[config.mk]
export PLATFORM = sky130hd
export DESIGN_NAME = gregorian_date_stepper_flat
export DESIGN_NICKNAME = d
export VERILOG_FILES = /design/src/sv/gds_pkg.sv /design/src/sv/gds_if.sv /design/src/sv/gregorian_date_stepper.sv /design/src/sv/gds_step_unit.sv /design/src/flat_wrapper.sv
export SDC_FILE = /design/constraint.sdc
export NUM_CORES = 1
export LEC_CHECK = 0
export CAP_MARGIN = 25
export CORE_MARGIN = 2
export CORE_UTILIZATION = 45
export CTS_CLUSTER_SIZE = 8
export DETAILED_ROUTE_END_ITERATION = 10
export DONT_BUFFER_PORTS = 1
export PLACE_DENSITY_LB_ADDON = 0.2
export SLEW_MARGIN = 0
export SYNTH_ARGS = -nofsm -noshare
export SYNTH_HDL_FRONTEND = slang
export SYNTH_SLANG_ARGS = --single-unit
[constraint.sdc]
create_clock -name clk -period 5.34 [get_ports clk]
set_input_delay 1.068 -clock clk [delete_from_list [all_inputs] [get_ports clk]]
set_output_delay 1.068 -clock clk [all_outputs]
set_load 0.005 [all_outputs]
[src/sv/gds_pkg.sv]
// gds_pkg: constants, record types and calendar helpers of the gregorian date stepper
// no dependencies; used by the interfaces, gds_step_unit and gregorian_date_stepper
`timescale 1ns / 1ps
`default_nettype none

package gds_pkg;

    // field widths of the word formats
    localparam int CMD_W   = 2;
    localparam int DAY_W   = 5;
    localparam int MONTH_W = 4;
    localparam int YEAR_W  = 14;
    localparam int COUNT_W = 12;

    // number of low day_count bits in use
    localparam int MAX_COUNT_BITS = 12;
    localparam int CNT_W          = MAX_COUNT_BITS;
    // compare width: wide enough for a count and for a day value plus one
    localparam int CMP_W          = (CNT_W > 6) ? CNT_W : 6;

    // year limits
    localparam int                MIN_YEAR   = 1900;
    localparam logic [YEAR_W-1:0] MIN_YEAR_V = YEAR_W'(MIN_YEAR);
    localparam logic [YEAR_W-1:0] TOP_YEAR_V = YEAR_W'(9999);

    // residues of the reset year
    localparam logic [1:0] MIN_MOD4   = 2'(MIN_YEAR % 4);
    localparam logic [6:0] MIN_MOD100 = 7'(MIN_YEAR % 100);
    localparam logic [1:0] MIN_CENT4  = 2'((MIN_YEAR / 100) % 4);

    // divide by 100 as multiply by reciprocal, exact for 14-bit years
    localparam int                DIV100_SHIFT = 19;
    localparam logic [12:0]       DIV100_MUL   = 13'd5243;
    localparam int                PROD_W       = YEAR_W + 13;

    // command codes
    localparam logic [CMD_W-1:0] CMD_SET = 2'd0;
    localparam logic [CMD_W-1:0] CMD_ADD = 2'd1;
    localparam logic [CMD_W-1:0] CMD_SUB = 2'd2;

    // month numbers with special handling
    localparam logic [MONTH_W-1:0] MONTH_JAN = 4'd1;
    localparam logic [MONTH_W-1:0] MONTH_FEB = 4'd2;
    localparam logic [MONTH_W-1:0] MONTH_DEC = 4'd12;

    // current date plus running residues of the year for the leap rule
    typedef struct packed {
        logic [DAY_W-1:0]   day;
        logic [MONTH_W-1:0] month;
        logic [YEAR_W-1:0]  year;
        logic [1:0]         ymod4;
        logic [6:0]         ymod100;
        logic [1:0]         cent4;
    } cal_t;

    // result of one stepping pass
    typedef struct packed {
        cal_t             nxt;
        logic [CNT_W-1:0] cnt_next;
        logic             done;
        logic             lim;
    } step_res_t;

    // leap rule from the residues: by 4 and not by 100, or by 400
    function automatic logic leap_of(input logic [1:0] ymod4, input logic [6:0] ymod100,
                                     input logic [1:0] cent4);
        logic by100;
        by100 = (ymod100 == 7'd0);
        return ((ymod4 == 2'd0) && !by100) || (by100 && (cent4 == 2'd0));
    endfunction

    // days in a month, zero for a month code out of range
    function automatic logic [DAY_W-1:0] month_len(input logic [MONTH_W-1:0] month,
                                                   input logic leap);
        logic [DAY_W-1:0] len;
        case (month) inside
            MONTH_FEB:              len = leap ? 5'd29 : 5'd28;
            4'd4, 4'd6, 4'd9, 4'd11: len = 5'd30;
            [4'd1:4'd12]:           len = 5'd31;
            default:                len = 5'd0;
        endcase
        return len;
    endfunction

endpackage

`default_nettype wire

[src/sv/gds_if.sv]
// gds_req_if and gds_rsp_if: valid/ready channels for command and result words
// depends on gds_pkg for the field widths
`timescale 1ns / 1ps
`default_nettype none

interface gds_req_if;
    import gds_pkg::*;

    logic               valid;
    logic               ready;
    logic [CMD_W-1:0]   command;
    logic [DAY_W-1:0]   new_day;
    logic [MONTH_W-1:0] new_month;
    logic [YEAR_W-1:0]  new_year;
    logic [COUNT_W-1:0] day_count;

    modport source (output valid, command, new_day, new_month, new_year, day_count,
                    input ready);
    modport sink   (input valid, command, new_day, new_month, new_year, day_count,
                    output ready);
endinterface

interface gds_rsp_if;
    import gds_pkg::*;

    logic               valid;
    logic               ready;
    logic [DAY_W-1:0]   out_day;
    logic [MONTH_W-1:0] out_month;
    logic [YEAR_W-1:0]  out_year;
    logic               set_accepted;
    logic               limit_hit;

    modport source (output valid, out_day, out_month, out_year, set_accepted, limit_hit,
                    input ready);
    modport sink   (input valid, out_day, out_month, out_year, set_accepted, limit_hit,
                    output ready);
endinterface

`default_nettype wire

[src/sv/gregorian_date_stepper.sv]
// gregorian_date_stepper: top level, command sequencer, set check and result register
// depends on gds_pkg, gds_if.sv and gds_step_unit
`timescale 1ns / 1ps
`default_nettype none

// Holds one Gregorian date (01/01/1900 after reset) and takes one command word at a time:
// set, add days or subtract days; each command returns one result word with the date and
// the set_accepted and limit_hit flags. The block takes no command while one is in work.
// A set computes the quotient by 100 through a reciprocal multiply, then runs the leap and
// range check before the result register. An add or subtract runs the shared step unit
// once per cycle, crossing at most one month boundary each pass, until the count is used
// up or a year limit is hit. An unused command code goes straight to the result and leaves
// the date unchanged. The result register lets the next command be accepted while the
// previous result still waits.
module gregorian_date_stepper (
    input  wire logic clk,
    input  wire logic rst_n,
    gds_req_if.sink   req,
    gds_rsp_if.source rsp
);
    import gds_pkg::*;

    typedef enum logic [2:0] {
        S_IDLE,
        S_DIV,
        S_SET,
        S_STEP,
        S_DONE
    } state_t;

    state_t             state_reg;
    cal_t               cal_reg;
    logic [CNT_W-1:0]   cnt_reg;
    logic               back_reg;
    logic [DAY_W-1:0]   nd_reg;
    logic [MONTH_W-1:0] nm_reg;
    logic [YEAR_W-1:0]  ny_reg;
    logic [7:0]         q_reg;
    logic               acc_reg;
    logic               lim_reg;
    logic               out_valid_reg;
    logic [DAY_W-1:0]   out_day_reg;
    logic [MONTH_W-1:0] out_month_reg;
    logic [YEAR_W-1:0]  out_year_reg;
    logic               out_acc_reg;
    logic               out_lim_reg;

    step_res_t          step;
    logic [PROD_W-1:0]  prod;
    logic [YEAR_W:0]    q100;
    logic [YEAR_W-1:0]  rem;
    logic               set_leap;
    logic               set_ok;
    logic               slot_free;
    logic               res_load;

    // shared stepping unit
    gds_step_unit u_step (
        .cur  (cal_reg),
        .cnt  (cnt_reg),
        .back (back_reg),
        .res  (step)
    );

    // year divided by 100 via reciprocal
    assign prod = PROD_W'(ny_reg) * PROD_W'(DIV100_MUL);

    // remainder by 100 and validity of a set word
    assign q100     = (YEAR_W+1)'({q_reg, 6'b0}) + (YEAR_W+1)'({q_reg, 5'b0})
                    + (YEAR_W+1)'({q_reg, 2'b0});
    assign rem      = ny_reg - q100[YEAR_W-1:0];
    assign set_leap = leap_of(ny_reg[1:0], rem[6:0], q_reg[1:0]);
    assign set_ok   = (ny_reg >= MIN_YEAR_V) && (ny_reg <= TOP_YEAR_V)
                    && (nd_reg != 5'd0) && (nd_reg <= month_len(nm_reg, set_leap));

    assign slot_free = !out_valid_reg || rsp.ready;
    assign res_load  = (state_reg == S_DONE) && slot_free;

    // handshake and result word
    assign req.ready        = (state_reg == S_IDLE);
    assign rsp.valid        = out_valid_reg;
    assign rsp.out_day      = out_day_reg;
    assign rsp.out_month    = out_month_reg;
    assign rsp.out_year     = out_year_reg;
    assign rsp.set_accepted = out_acc_reg;
    assign rsp.limit_hit    = out_lim_reg;

    // sequencer, date state and result register
    always_ff @(posedge clk or negedge rst_n)
    begin
        if (!rst_n)
        begin
            state_reg     <= S_IDLE;
            cal_reg       <= '{day: 5'd1, month: MONTH_JAN, year: MIN_YEAR_V,
                               ymod4: MIN_MOD4, ymod100: MIN_MOD100, cent4: MIN_CENT4};
            cnt_reg       <= '0;
            back_reg      <= 1'b0;
            nd_reg        <= '0;
            nm_reg        <= '0;
            ny_reg        <= '0;
            q_reg         <= '0;
            acc_reg       <= 1'b0;
            lim_reg       <= 1'b0;
            out_valid_reg <= 1'b0;
            out_day_reg   <= '0;
            out_month_reg <= '0;
            out_year_reg  <= '0;
            out_acc_reg   <= 1'b0;
            out_lim_reg   <= 1'b0;
        end
        else
        begin
            // result word valid flag
            if (res_load)
            begin
                out_valid_reg <= 1'b1;
            end
            else if (rsp.ready)
            begin
                out_valid_reg <= 1'b0;
            end
            case (state_reg)
                S_IDLE:
                begin
                    if (req.valid)
                    begin
                        nd_reg   <= req.new_day;
                        nm_reg   <= req.new_month;
                        ny_reg   <= req.new_year;
                        cnt_reg  <= CNT_W'(req.day_count);
                        back_reg <= (req.command == CMD_SUB);
                        lim_reg  <= 1'b0;
                        case (req.command)
                            CMD_SET:
                            begin
                                acc_reg   <= 1'b0;
                                state_reg <= S_DIV;
                            end
                            CMD_ADD, CMD_SUB:
                            begin
                                acc_reg   <= 1'b1;
                                state_reg <= S_STEP;
                            end
                            default:
                            begin
                                acc_reg   <= 1'b0;
                                state_reg <= S_DONE;
                            end
                        endcase
                    end
                end
                S_DIV:
                begin
                    q_reg     <= prod[PROD_W-1:DIV100_SHIFT];
                    state_reg <= S_SET;
                end
                S_SET:
                begin
                    acc_reg <= set_ok;
                    if (set_ok)
                    begin
                        cal_reg <= '{day: nd_reg, month: nm_reg, year: ny_reg,
                                     ymod4: ny_reg[1:0], ymod100: rem[6:0],
                                     cent4: q_reg[1:0]};
                    end
                    state_reg <= S_DONE;
                end
                S_STEP:
                begin
                    cal_reg <= step.nxt;
                    cnt_reg <= step.cnt_next;
                    if (step.done)
                    begin
                        lim_reg   <= step.lim;
                        state_reg <= S_DONE;
                    end
                end
                S_DONE:
                begin
                    if (res_load)
                    begin
                        out_day_reg   <= cal_reg.day;
                        out_month_reg <= cal_reg.month;
                        out_year_reg  <= cal_reg.year;
                        out_acc_reg   <= acc_reg;
                        out_lim_reg   <= lim_reg;
                        state_reg     <= S_IDLE;
                    end
                end
                default:
                begin
                    state_reg <= S_IDLE;
                end
            endcase
        end
    end

endmodule

`default_nettype wire

[src/sv/gds_step_unit.sv]
// gds_step_unit: one stepping pass, moves the date by up to one month boundary
// depends on gds_pkg
`timescale 1ns / 1ps
`default_nettype none

module gds_step_unit (
    input  wire gds_pkg::cal_t            cur,
    input  wire logic [gds_pkg::CNT_W-1:0] cnt,
    input  wire logic                     back,
    output gds_pkg::step_res_t            res
);
    import gds_pkg::*;

    logic               leap;
    logic [DAY_W-1:0]   mlen;
    logic [DAY_W-1:0]   left;
    logic [CMP_W-1:0]   cnt_x;
    logic [CMP_W-1:0]   left_x;
    logic [CMP_W-1:0]   day_x;
    logic [MONTH_W-1:0] month_dn;

    // month length and room left in the current month
    assign leap     = leap_of(cur.ymod4, cur.ymod100, cur.cent4);
    assign mlen     = month_len(cur.month, leap);
    assign left     = mlen - cur.day;
    assign cnt_x    = CMP_W'(cnt);
    assign left_x   = CMP_W'(left);
    assign day_x    = CMP_W'(cur.day);
    assign month_dn = cur.month - 4'd1;

    // forward or backward pass
    always_comb
    begin
        res.nxt      = cur;
        res.cnt_next = cnt;
        res.done     = 1'b0;
        res.lim      = 1'b0;
        if (!back)
        begin
            if (cnt_x <= left_x)
            begin
                res.nxt.day = cur.day + cnt_x[DAY_W-1:0];
                res.done    = 1'b1;
            end
            else if ((cur.month == MONTH_DEC) && (cur.year >= TOP_YEAR_V))
            begin
                res.nxt.day = 5'd31;
                res.done    = 1'b1;
                res.lim     = 1'b1;
            end
            else
            begin
                res.cnt_next = CNT_W'(cnt_x - left_x - CMP_W'(1));
                res.nxt.day  = 5'd1;
                if (cur.month == MONTH_DEC)
                begin
                    res.nxt.month = MONTH_JAN;
                    res.nxt.year  = cur.year + 14'd1;
                    res.nxt.ymod4 = cur.ymod4 + 2'd1;
                    if (cur.ymod100 == 7'd99)
                    begin
                        res.nxt.ymod100 = 7'd0;
                        res.nxt.cent4   = cur.cent4 + 2'd1;
                    end
                    else
                    begin
                        res.nxt.ymod100 = cur.ymod100 + 7'd1;
                    end
                end
                else
                begin
                    res.nxt.month = cur.month + 4'd1;
                end
            end
        end
        else
        begin
            if (cnt_x < day_x)
            begin
                res.nxt.day = cur.day - cnt_x[DAY_W-1:0];
                res.done    = 1'b1;
            end
            else if ((cur.month == MONTH_JAN) && (cur.year <= MIN_YEAR_V))
            begin
                res.nxt.day = 5'd1;
                res.done    = 1'b1;
                res.lim     = 1'b1;
            end
            else
            begin
                res.cnt_next = CNT_W'(cnt_x - day_x);
                if (cur.month == MONTH_JAN)
                begin
                    res.nxt.month = MONTH_DEC;
                    res.nxt.day   = 5'd31;
                    res.nxt.year  = cur.year - 14'd1;
                    res.nxt.ymod4 = cur.ymod4 - 2'd1;
                    if (cur.ymod100 == 7'd0)
                    begin
                        res.nxt.ymod100 = 7'd99;
                        res.nxt.cent4   = cur.cent4 - 2'd1;
                    end
                    else
                    begin
                        res.nxt.ymod100 = cur.ymod100 - 7'd1;
                    end
                end
                else
                begin
                    // same year, so the current leap flag holds
                    res.nxt.month = month_dn;
                    res.nxt.day   = month_len(month_dn, leap);
                end
            end
        end
    end

endmodule

`default_nettype wire
[src/flat_wrapper.sv]
// flat-port wrapper written by rule: the top's interface ports become plain ports
module gregorian_date_stepper_flat import gds_pkg::*;
  (clk, rst_n, req_valid, req_command, req_new_day, req_new_month, req_new_year, req_day_count, req_ready, rsp_valid, rsp_out_day, rsp_out_month, rsp_out_year, rsp_set_accepted, rsp_limit_hit, rsp_ready);
  gds_req_if req_i ();
  gds_rsp_if rsp_i ();
  input  wire logic clk;
  input  wire logic rst_n;
  input wire logic [$bits(req_i.valid)-1:0] req_valid;
  input wire logic [$bits(req_i.command)-1:0] req_command;
  input wire logic [$bits(req_i.new_day)-1:0] req_new_day;
  input wire logic [$bits(req_i.new_month)-1:0] req_new_month;
  input wire logic [$bits(req_i.new_year)-1:0] req_new_year;
  input wire logic [$bits(req_i.day_count)-1:0] req_day_count;
  output wire logic [$bits(req_i.ready)-1:0] req_ready;
  output wire logic [$bits(rsp_i.valid)-1:0] rsp_valid;
  output wire logic [$bits(rsp_i.out_day)-1:0] rsp_out_day;
  output wire logic [$bits(rsp_i.out_month)-1:0] rsp_out_month;
  output wire logic [$bits(rsp_i.out_year)-1:0] rsp_out_year;
  output wire logic [$bits(rsp_i.set_accepted)-1:0] rsp_set_accepted;
  output wire logic [$bits(rsp_i.limit_hit)-1:0] rsp_limit_hit;
  input wire logic [$bits(rsp_i.ready)-1:0] rsp_ready;
  assign req_i.valid = req_valid;
  assign req_i.command = req_command;
  assign req_i.new_day = req_new_day;
  assign req_i.new_month = req_new_month;
  assign req_i.new_year = req_new_year;
  assign req_i.day_count = req_day_count;
  assign req_ready = req_i.ready;
  assign rsp_valid = rsp_i.valid;
  assign rsp_out_day = rsp_i.out_day;
  assign rsp_out_month = rsp_i.out_month;
  assign rsp_out_year = rsp_i.out_year;
  assign rsp_set_accepted = rsp_i.set_accepted;
  assign rsp_limit_hit = rsp_i.limit_hit;
  assign rsp_i.ready = rsp_ready;
  gregorian_date_stepper u_core (.clk(clk), .rst_n(rst_n), .req(req_i), .rsp(rsp_i));
endmodule
# Word-level counts from Yosys, hierarchy flattened
# Index checks and enable logic that the tools add are counted.
dict set report op_classes {
  add_sub_neg 19
  n_mul 1
  magnitude_cmp 13
  eq_ne 36
  n_mux 51
  n_reduce_logical 46
}
# cell n
set op_table {}
lappend op_table {{41-bit two-way mux} 4}
lappend op_table {{34-bit one-hot mux with 2 select lines} 1}
lappend op_table {{5-bit two-way mux} 13}
lappend op_table {{25-bit two-way mux} 2}
lappend op_table {{48-bit two-way mux} 1}
lappend op_table {{34-bit two-way mux} 1}
lappend op_table {{4-bit == test (second input constant)} 7}
lappend op_table {{4-bit by 3-bit == test with 1-bit output (second input constant)} 6}
lappend op_table {{14-bit by 13-bit multiplier with 24-bit output (second input constant)} 1}
lappend op_table {{12-bit one-hot mux with 2 select lines} 1}
lappend op_table {{12-bit by 5-bit subtractor with 12-bit output} 2}
lappend op_table {{3-bit one-hot mux with 5 select lines} 1}
lappend op_table {{14-bit by 1-bit adder with 14-bit output (second input constant)} 1}
lappend op_table {{7-bit adder} 2}
lappend op_table {{14-bit by 11-bit greater-or-equal comparator with 1-bit output (second input constant)} 1}
lappend op_table {{14-bit greater-or-equal comparator (second input constant)} 1}
lappend op_table {{14-bit by 11-bit <= comparator with 1-bit output (second input constant)} 1}
lappend op_table {{14-bit <= comparator (second input constant)} 1}
lappend op_table {{7-bit logical NOT} 2}
lappend op_table {{7-bit two-way mux} 2}
lappend op_table {{14-bit by 1-bit subtractor with 14-bit output (second input constant)} 1}
lappend op_table {{1-bit logical AND} 13}
lappend op_table {{4-bit by 2-bit == test with 1-bit output (second input constant)} 3}
lappend op_table {{4-bit by 1-bit greater-or-equal comparator with 1-bit output (second input constant)} 3}
lappend op_table {{46 further kinds} 95}
dict set report totals {
  ff_bits 106
  output_inout_bits 27
  wordCells 187
}

# Longest topological paths before layout
# Gate-level depths: netlist of the first run.
dict set report depth {
  word_depth 14
  depth_mapped 23
}

# Modules after synthesis
# A second synthesis of the first run with hierarchy kept.
dict set report hier_totals {
  cells_unflattened 1267
  hier_area_um2 11532.3
}
# mod instances cells_per_inst area_each_um2
set by_module_without_submodules {}
lappend by_module_without_submodules {gregorian_date_stepper 1 793 8296.7}
lappend by_module_without_submodules {gds_step_unit 1 474 3235.6}

# Worst setup path after synthesis of the first run
# No wires, ideal clock.
dict set report synth_path {
  path_kind {flip-flop to flip-flop}
  startpoint {reg u_core.ny_reg[9]}
  endpoint {reg u_core.q_reg[4]}
  setup_time_ps 132
  t_arrival_ps 4669
  t_required_ps 5208
  path_slack_ps 539
  path_stages_with_launch 15
  synth_period_minus_slack_ps 4801
  cell_sequence {dfrtp_1 fa_1 ha_1 fa_1 fa_1 fa_1 ha_1 a211oi_1 nor2_1 a2111oi_0 a21oi_1 o41ai_1 o21ai_0 xnor2_1 o21ai_0}
}
dict set report synth_via {
  elab_chain_len 1
}
# element line_no
set synth_rtl {}
lappend synth_rtl {{from (decl)} gregorian_date_stepper.sv:37} ;# logic [YEAR_W-1:0] ny_reg;
lappend synth_rtl {{from (signal assigned)} gregorian_date_stepper.sv:129} ;# ny_reg <= req.new_year;
lappend synth_rtl {{14-bit by 13-bit multiplier with 24-bit output} gregorian_date_stepper.sv:66} ;# assign prod = PROD_W'(ny_reg) * PROD_W'(DIV100_MUL);
lappend synth_rtl {{to (signal assigned)} gregorian_date_stepper.sv:154} ;# q_reg <= prod[PROD_W-1:DIV100_SHIFT];
lappend synth_rtl {{to (decl)} gregorian_date_stepper.sv:38} ;# logic [7:0] q_reg;
# No other way between the ends.
# A chain may end at the register's enable or synchronous reset.

# Worst setup path in the final report of the first run
dict set report layout_path {
  startpoint {reg u_core.cal_reg[7] (netlist bit)}
  endpoint {reg u_core.cnt_reg[4]}
}
dict set report layout_via {
  elab_chain_len 13
}
# element line_no
set layout_rtl {}
lappend layout_rtl {{from (decl)} gregorian_date_stepper.sv:32} ;# cal_t cal_reg;
lappend layout_rtl {{from (signal assigned)} gregorian_date_stepper.sv:94} ;# cal_reg <= '{day: 5'd1, month: MONTH_JAN, year: MIN_YEAR_V,
lappend layout_rtl {{from (signal assigned)} gregorian_date_stepper.sv:162} ;# cal_reg <= '{day: nd_reg, month: nm_reg, year: ny_reg,
lappend layout_rtl {{from (signal assigned)} gregorian_date_stepper.sv:170} ;# cal_reg <= step.nxt;
lappend layout_rtl {{7-bit logical NOT (*)} gds_pkg.sv:68} ;# by100 = (ymod100 == 7'd0);
lappend layout_rtl {{1-bit logical NOT} gds_pkg.sv:69} ;# return ((ymod4 == 2'd0) && !by100) || (by100 && (cent4 == 2'd0));
lappend layout_rtl {{1-bit logical AND} gds_pkg.sv:69}
lappend layout_rtl {{1-bit logical OR (*)} gds_pkg.sv:69}
lappend layout_rtl {{1-bit two-way mux (*)} gds_pkg.sv:77} ;# MONTH_FEB: len = leap ? 5'd29 : 5'd28;
lappend layout_rtl {{5-bit two-way mux (*)} gds_pkg.sv:76} ;# case (month) inside
lappend layout_rtl {{5-bit subtractor (*)} gds_step_unit.sv:25} ;# assign left = mlen - cur.day;
lappend layout_rtl {{12-bit by 5-bit subtractor with 12-bit output} gds_step_unit.sv:53} ;# res.cnt_next = CNT_W'(cnt_x - left_x - CMP_W'(1));
lappend layout_rtl {{12-bit by 1-bit subtractor with 12-bit output} gds_step_unit.sv:53}
lappend layout_rtl {{41-bit two-way mux} gds_step_unit.sv:45} ;# else if ((cur.month == MONTH_DEC) && (cur.year >= TOP_YEAR_V))
lappend layout_rtl {{41-bit two-way mux} gds_step_unit.sv:40} ;# if (cnt_x <= left_x)
lappend layout_rtl {{48-bit two-way mux} gds_step_unit.sv:38} ;# if (!back)
lappend layout_rtl {{12-bit one-hot mux with 2 select lines} gregorian_date_stepper.sv:122} ;# case (state_reg)
lappend layout_rtl {{to (signal assigned)} gregorian_date_stepper.sv:130} ;# cnt_reg <= CNT_W'(req.day_count);
lappend layout_rtl {{to (signal assigned)} gregorian_date_stepper.sv:171} ;# cnt_reg <= step.cnt_next;
lappend layout_rtl {{to (decl)} gregorian_date_stepper.sv:33} ;# logic [CNT_W-1:0] cnt_reg;
# Mark *: on every way between the ends. The rest lies on a longest branch, timed or not. The select of a mux whose other input is x is not followed.

==> results of run 1 <==
metal layers:
layer | GRT usage (%) | up-vias | routed length, um
met5 | 0 | - | 0
met4 | 4.20 | 0 | 382
met3 | 3.40 | 18 | 1050
met2 | 40.9 | 157 | 13900
met1 | 28.4 | 4025 | 12200
li1 | - | 3994 | -
cell families after synthesis:
logic type	Yosys count	share of synthesized area (%)
AND/OR/NAND/NOR	299	13.2
AO/OA/AOI/OAI	258	16.1
adder cells (fa/ha/maj)	229	31.4
buffers and inverters	197	7.24
flip-flops	106	24.8
XOR/XNOR	47	3.83
multiplexers	33	3.47
cell type report:
class | count | share of cell area [%]
multi-input combinational | 866 | 64.2
sequential | 106 | 23.4
inverter | 157 | 5.16
tap | 319 | 3.49
clock buffer | 11 | 2.04
timing repair buffer | 20 | 1.42
clock inverter | 5 | 0.340
per-stage QoR:
| step | instance area (um2) | utilization (%) | cells | hold slack, ns |
|---|---|---|---|---|
| after global placement | 11100 | 47.5 | 1468 | 0.487 |
| after CTS | 11400 | 48.6 | 1484 | 0.388 |
| after floorplan | 10800 | - | 1169 | 0.454 |
| after global routing | 11400 | 48.7 | 1484 | 0.380 |
| final | 11400 | 48.7 | 1484 | 0.399 |
| after detailed placement | 11100 | 47.5 | 1468 | 0.493 |
placed cells by master (no fill, tap or decap), drive strengths merged, types with 8 or more instances in the layout:
cell | Yosys | final
mux2i | 11 | 11
a21o | 12 | 12
fa | 68 | 68
nand2 | 110 | 110
o21ai | 84 | 84
nand3 | 17 | 17
o22ai | 8 | 8
buf | 19 | 20
nand2b | 8 | 8
clkbuf | 21 | 11
a31oi | 16 | 16
xor2 | 13 | 13
nor3 | 42 | 42
nor2 | 69 | 69
o21a | 13 | 13
mux2 | 22 | 22
ha | 161 | 161
inv | 157 | 159
nor2b | 12 | 12
xnor2 | 34 | 34
dfstp | 11 | 11
dfrtp | 95 | 95
a21oi | 52 | 52
worst paths after layout:
kind,start,end,slack (ns),cells after the start
min reg2reg,u_core.rsp.out_month[2]$_DFFE_PN0P_,u_core.rsp.out_month[2]$_DFFE_PN0P_,0.51,2
max reg2reg,u_core.cal_reg[7]$_DFFE_PN0P_,u_core.cnt_reg[4]$_DFFE_PN0P_,0.33,20
max in group asynchronous,rst_n,u_core.cal_reg[29]$_DFFE_PN1P_,4.64,0
max,u_core.cal_reg[7]$_DFFE_PN0P_,u_core.cnt_reg[4]$_DFFE_PN0P_,0.33,20
min,rst_n,u_core.cnt_reg[9]$_DFFE_PN0P_,0.40,0
min in group clk,u_core.rsp.out_month[2]$_DFFE_PN0P_,u_core.rsp.out_month[2]$_DFFE_PN0P_,0.51,2
what timing repair did:
item                                   4_1_cts  5_1_grt
resized for setup                            0        7
setup endpoints to repair                    0       15
endpoints found under the hold margin        0        0
==> out/results.ini, run 1 <==
[yosys]
synth.avg_cell_area_um2=9.20
yosysSeqAreaShare_pct=24.8
yosys-top-cells-area=dfrtp_1 (22%), ha_1 (19%), fa_1 (13%), inv_1 (5.5%), nand2_1 (3.8%)
synth-edff-count=0
synth_nets=1439
synth_top_cell_by_area=dfrtp_1
synthArstFlopShare_pct=100
synth_seq_cells=106
synth.distinct_cells=85
ys.flop_type=dfrtp_1
yosysMostFrequentCell=ha_1
netlist.area_leader.share_pct=22.1
synth_area_mm2=0.0108
synth_common_cells=ha_1 (161), inv_1 (157), nand2_1 (108), dfrtp_1 (95), o21ai_0 (81)
yosys_warnings=0
netlist_instances=1169

[floorplan]
io_pins=68
core_mm2=0.0235
start_util_pct=45.8
die_x_um=159
dieArea_mm2=0.0252
rows=56
die_y_um=159

[route]
vias=8194
drtAntennaViolNets=0
drt-pass1-iter-count=5
wl_um=27600
drt_iter0_drc=505
drc_errors=0
wl_per_cell_um=18.6
vias_per_cell=5.52

[final_layout]
largest_register_ffs=34
drive_gt1_share_pct=8.24
fillCellCount=2280
n_antenna_cell=0
fin_nets=1430
syn_to_final_growth_pct=6.16
regArea_mm2=0.00267
multi_input_area_mm2=0.00733

[placed_design]
io_buffers=0
dp_slack_ns=0.286
place.gp.congestion=0.866
dp_hpwl_um=21200

[clock_network]
root_buffer=clkbuf_16
postCtsSetupBuffers=0
cts_buffers=9
clockBufferDepth=2
ctsHoldBuffers=0
cts.reportedPaths.clkPinSlew_ns=0.08
clk_latency_ns=0.36
clkSinkCount=106
cts_max_level=3
cts_tree=yes

[global_routing]
antenna_found_initial=0
grt_pass1_vias=8208
grt_pass1_wl_um=43700
grt_max_degree=107
grt-ovfl-total=0
grt.total_usage_pct=22.5

[worst_setup_path]
criticalPathCategory=reg2reg
arrival_ns=5.25
endpoint_kind=register
crit_chain=nor4_1 > nand3b_1 > mux2_2 > a31oi_1 > ha_1 > inv_1 > fa_1 > a21o_1 > a21oi_1 > xnor2_1 > xnor2_1 > ha_1 > inv_1 > o21ai_0 > nand2b_1 > inv_1 > a21boi_4 > o21a_4 > nand2b_4 > mux2_1
critPathRequiredTime_ns=5.59
path_common_cell=inv_1
cp_top_family=compound AO/OA/AOI/OAI gates
critical_path.max_stage_delay_ns=0.46
crit_buf_inv=3
startpoint_type=register
cp_max_fo=12
cp_slowest_cell=nor4_1

[job]
drv_cap=0

[sta]
slew_headroom_pct=34.9
max_freq_ghz=0.200
setup_ws_ns=0.333
fin_setup_tns_ns=0
rsz0062_at_grt=no
tightest_slew_ns=0.977
finalCriticalPeriod_ns=5.01
fin_skew_ns=0.00969
drv_slew=0
finalHoldViolCount=0
finalSetupViolCount=0
min_period_over_period_pct=93.8

[run_status]
outcome=completed

[min_path]
hold_class=in2async

Power of run 1 is left out: the tool's default activity adds up to more than one toggle a clock period on the data nets, which glitch-free logic cannot reach.
==> run 2, diff against run 1 <==
SYNTH_HIERARCHICAL = 1   (was not set)
==> out/results.ini, run 2 <==
[sta]
finalSetupViolCount=0
fin_setup_tns_ns=0
drv_slew=0
fin_skew_ns=0.0100
rsz0062_at_grt=no
finalCriticalPeriod_ns=5.06
min_period_over_period_pct=94.8
max_freq_ghz=0.197
tightest_slew_ns=1.04
finalHoldViolCount=0
slew_headroom_pct=29.9

[yosys]
synth_seq_cells=106
synth_top_cell_by_area=dfrtp_1
yosys-top-cells-area=dfrtp_1 (21%), ha_1 (17%), fa_1 (12%), inv_1 (5.5%), mux2_2 (3.4%)
yosysSeqAreaShare_pct=23.1
yosys_warnings=6
synth_common_cells=inv_1 (169), ha_1 (153), dfrtp_1 (95), nand2_1 (83), o21ai_0 (69)
ys.flop_type=dfrtp_1
synth.avg_cell_area_um2=9.10
netlist.area_leader.share_pct=20.6
netlist_instances=1267
synth_area_mm2=0.0115
synth.distinct_cells=87
synth-edff-count=0
yosysMostFrequentCell=inv_1
synth_nets=1528
synthArstFlopShare_pct=100

[route]
vias_per_cell=5.87
drtAntennaViolNets=0
wl_um=32000
drt_iter0_drc=707
vias=9373
drc_errors=0
drt-pass1-iter-count=5
wl_per_cell_um=20.0

[floorplan]
core_mm2=0.0252
dieArea_mm2=0.0269
die_y_um=164
io_pins=68
start_util_pct=45.8
rows=58
die_x_um=164

[global_routing]
grt-ovfl-total=0
antenna_found_initial=2
grt.total_usage_pct=24.9
grt_pass1_wl_um=52200
grt_max_degree=107
grt_pass1_vias=9533

[clock_network]
root_buffer=clkbuf_16
cts_buffers=9
clkSinkCount=106
cts_max_level=3
clockBufferDepth=2
clk_latency_ns=0.36
cts_tree=yes
ctsHoldBuffers=0
cts.reportedPaths.clkPinSlew_ns=0.08

[placed_design]
dp.cells=1577
place.gp.congestion=0.884
dp_hpwl_um=24800
io_buffers=0

[worst_setup_path]
crit_chain=fa_1 > ha_1 > inv_1 > fa_1 > inv_1 > fa_1 > inv_1 > fa_1 > inv_1 > ha_1 > a21oi_1 > nor3_1 > or3_1 > or4_1 > o211ai_1
critical_path.max_stage_delay_ns=0.71
cp_top_family=adder cells
crit_buf_inv=4
arrival_ns=5.34
critPathRequiredTime_ns=5.61
cp_slowest_cell=dfrtp_1
criticalPathCategory=reg2reg
endpoint_kind=register
startpoint_type=register
cp_max_fo=9

[final_layout]
largest_register_ffs=34
stdcell_count=1597
postLayoutCoreUtil_pct=48.8
drive_gt1_share_pct=9.79
mostFrequentLayoutCell=inv_1
syn_to_final_growth_pct=6.63
fin_nets=1522
final_cell_mix=inv_1 (169), ha_1 (153), dfrtp_1 (95)

[run_status]
outcome=completed

[min_path]
hold_class=in2async

[job]
drv_cap=0

## run 2: final cells by class
type | count | area [um2]
inverters | 170 | 638
flip-flops and latches | 106 | 2670
well taps | 330 | 413
clock buffers | 11 | 243
multi-input cells | 937 | 8010
repair buffers | 37 | 282
clock inverters | 5 | 47.5
diodes | 1 | 2.50
fillers | 2377 | 12900
## run 2: worst paths after layout
kind / start / to / slack (ns) / depth (start not counted)
hold / removal: rst_n / u_core/rsp.out_year[0]$_DFFE_PN0P_ / 0.40 / 0
max in group asynchronous: rst_n / u_core/cal_reg[29]$_DFFE_PN1P_ / 4.68 / 0
setup / recovery: u_core/ny_reg[10]$_DFFE_PN0P_ / u_core/q_reg[4]$_DFFE_PN0P_ / 0.28 / 15
hold reg to reg: u_core/cal_reg[0]$_DFFE_PN1P_ / u_core/cal_reg[0]$_DFFE_PN1P_ / 0.48 / 2
min in group clk: u_core/cal_reg[0]$_DFFE_PN1P_ / u_core/cal_reg[0]$_DFFE_PN1P_ / 0.48 / 2
setup reg to reg: u_core/ny_reg[10]$_DFFE_PN0P_ / u_core/q_reg[4]$_DFFE_PN0P_ / 0.28 / 15
## run 2: repair_timing
| action | 4_1_cts | 5_1_grt |
|---|---|---|
| endpoints found under the hold margin | 0 | 0 |
| pin swaps | 0 | 4 |
| gates cloned | 0 | 0 |
| buffers inserted | 0 | 3 |
| endpoints found under the setup margin | 1 | 46 |
| resized for setup | 1 | 10 |
## run 2: metrics by stage
stage	hold slack [ns]	setup WS [ns]	cell area, um2
2_1_floorplan	0.448	0.365	11500
3_3_place_gp	0.460	0.0592	11900
3_5_place_dp	0.467	0.0347	11900
4_1_cts	0.385	0.140	12200
5_1_grt	0.375	0.0328	12300
6_report	0.395	0.276	12300
## run 2: routing by layer
layer / vias to the layer above / track usage [%] / wire length [um]
met5: - / 0 / 25
met4: 4 / 6.06 / 647
met3: 57 / 3.28 / 1600
met2: 256 / 43.0 / 15600
met1: 4600 / 33.1 / 14100
li1: 4456 / - / -
## run 2: cells by family (layout without fill, tap and decap cells)
logic type	count (synthesis)	in the layout	share of synthesized area [%]
compound gates	307	307	17.9
simple gates	306	306	14.0
buf+inv	224	223	7.90
fa+ha+maj	220	220	28.2
flops	106	106	23.1
mux	58	58	5.41
xor+xnor	46	46	3.49
other cells	0	1	0
## run 2: worst register-to-register path: stages, from the launching register on
cell	delay, ns
dfrtp_1	0.71
fa_1	0.51
ha_1	0.29
inv_1	0.04
fa_1	0.47
inv_1	0.05
fa_1	0.56
inv_1	0.06
fa_1	0.54
inv_1	0.04
ha_1	0.31
a21oi_1	0.36
nor3_1	0.08
or3_1	0.36
or4_1	0.41
o211ai_1	0.17
Power of run 2 is left out for the same reason.
==> run 3, diff against run 2 <==
CELL_PAD_IN_SITES_DETAIL_PLACEMENT = 1   (was not set)
CELL_PAD_IN_SITES_GLOBAL_PLACEMENT = 1   (was not set)
GPL_TIMING_DRIVEN = 1   (was not set)
RECOVER_POWER = 50   (was not set)
==> out/results.ini, run 3 (synthesis gave the netlist of run 2 again) <==
[run_status]
outcome=finished with violations
violations=max-capacitance violations, max-slew violations

[final_layout]
mostFrequentLayoutCell=inv_1
postLayoutCoreUtil_pct=49.2
syn_to_final_growth_pct=7.40
drive_gt1_share_pct=10.6
fillCellCount=2962
largest_register_ffs=34
final_cell_mix=inv_1 (169), ha_1 (153), dfrtp_1 (94)
fin_nets=1533

[worst_setup_path]
critPathRequiredTime_ns=5.57
cp_slowest_cell=dfrtp_1
criticalPathCategory=reg2reg
crit_buf_inv=4
critical_path.max_stage_delay_ns=0.66
endpoint_kind=register
cp_max_fo=9
arrival_ns=5.26
cp_top_family=adder cells
crit_chain=fa_1 > ha_1 > inv_1 > fa_1 > inv_1 > fa_1 > inv_1 > fa_1 > inv_1 > ha_1 > a21oi_1 > o211ai_1 > o31ai_1 > mux2i_1 > o311ai_0
startpoint_type=register

[sta]
finalHoldViolCount=0
max_freq_ghz=0.199
fin_setup_tns_ns=0
slew_headroom_pct=-24.7
finalSetupViolCount=0
min_period_over_period_pct=94.2
rsz0062_at_grt=no
drv_slew=30
tightest_slew_ns=1.87
finalCriticalPeriod_ns=5.03
whs_ns=0.393
fin_skew_ns=0.0140

[global_routing]
grt_max_degree=107
grt.total_usage_pct=27.5
grt-ovfl-total=0
antenna_found_initial=5
grt_pass1_vias=10200
grt_pass1_wl_um=57100

[clock_network]
clkSinkCount=106
cts_max_level=3
clockBufferDepth=2
cts_tree=yes
clk_latency_ns=0.37
cts.reportedPaths.clkPinSlew_ns=0.09
root_buffer=clkbuf_16
cts_buffers=9

[floorplan]
die_y_um=164
core_mm2=0.0252
die_x_um=164
start_util_pct=45.8
dieArea_mm2=0.0269
rows=58
io_pins=68

[job]
drv_cap=1

[route]
wl_um=35400
vias=9555
drt-pass1-iter-count=5
drc_errors=0
wl_per_cell_um=22.0
vias_per_cell=5.93
drtAntennaViolNets=0
drt_iter0_drc=607

[placed_design]
io_buffers=0
place.gp.congestion=0.880
dp_hpwl_um=27800

[min_path]
hold_class=in2async

[run 3: repair_timing]
item,4_1_cts,5_1_grt
hold buffers,0,0
hold endpoints to repair,0,0
buffers inserted,0,5
setup endpoints to repair,0,25
gates resized for setup,0,7
[run 3: worst paths after layout]
| kind | cells past startpoint | startpoint | to | slack [ns] |
|---|---|---|---|---|
| min reg2reg | 2 | u_core/cal_reg[0]$_DFFE_PN1P_ | u_core/cal_reg[0]$_DFFE_PN1P_ | 0.48 |
| max | 15 | u_core/ny_reg[11]$_DFFE_PN0P_ | u_core/q_reg[2]$_DFFE_PN0P_ | 0.31 |
| min in group clk | 2 | u_core/cal_reg[0]$_DFFE_PN1P_ | u_core/cal_reg[0]$_DFFE_PN1P_ | 0.48 |
| max in group asynchronous | 0 | rst_n | u_core/cal_reg[0]$_DFFE_PN1P_ | 4.70 |
| max reg2reg | 15 | u_core/ny_reg[11]$_DFFE_PN0P_ | u_core/q_reg[2]$_DFFE_PN0P_ | 0.31 |
| min | 0 | rst_n | u_core/rsp.out_day[0]$_DFFE_PN0P_ | 0.39 |
[run 3: layout make-up]
class	instances	area, um2	area share [%]
Sequential cell	106	2670	21.5
Inverter	170	638	5.15
Multi-Input combinational cell	937	7990	64.5
Clock inverter	6	65.1	0.525
Clock buffer	10	239	1.93
Timing Repair Buffer	48	360	2.91
Antenna cell	5	12.5	0.101
Tap cell	330	413	3.33
[run 3: worst register-to-register path: stages, from the launching register on]
cell,delay [ns]
dfrtp_1,0.66
fa_1,0.52
ha_1,0.29
inv_1,0.04
fa_1,0.48
inv_1,0.06
fa_1,0.53
inv_1,0.06
fa_1,0.54
inv_1,0.04
ha_1,0.32
a21oi_1,0.35
o211ai_1,0.19
o31ai_1,0.44
mux2i_1,0.23
o311ai_0,0.14
[run 3: per-layer routing]
| layer | track usage (%) | wire length, um | vias up |
|---|---|---|---|
| li1 | - | - | 4479 |
| met1 | 34.4 | 15200 | 4823 |
| met2 | 48.3 | 17800 | 194 |
| met3 | 4.04 | 1380 | 59 |
| met4 | 9.61 | 1070 | 0 |
| met5 | 0 | 0 | - |
[run 3: per-stage QoR]
step	std cells	cell area [um2]	setup WS, ns
2_1_floorplan	1267	11500	0.365
3_3_place_gp	1585	12000	0.255
3_5_place_dp	1586	12000	0.146
4_1_cts	1602	12300	0.155
5_1_grt	1610	12400	0.00773
6_report	1612	12400	0.311
Power of run 3 is left out for the same reason.
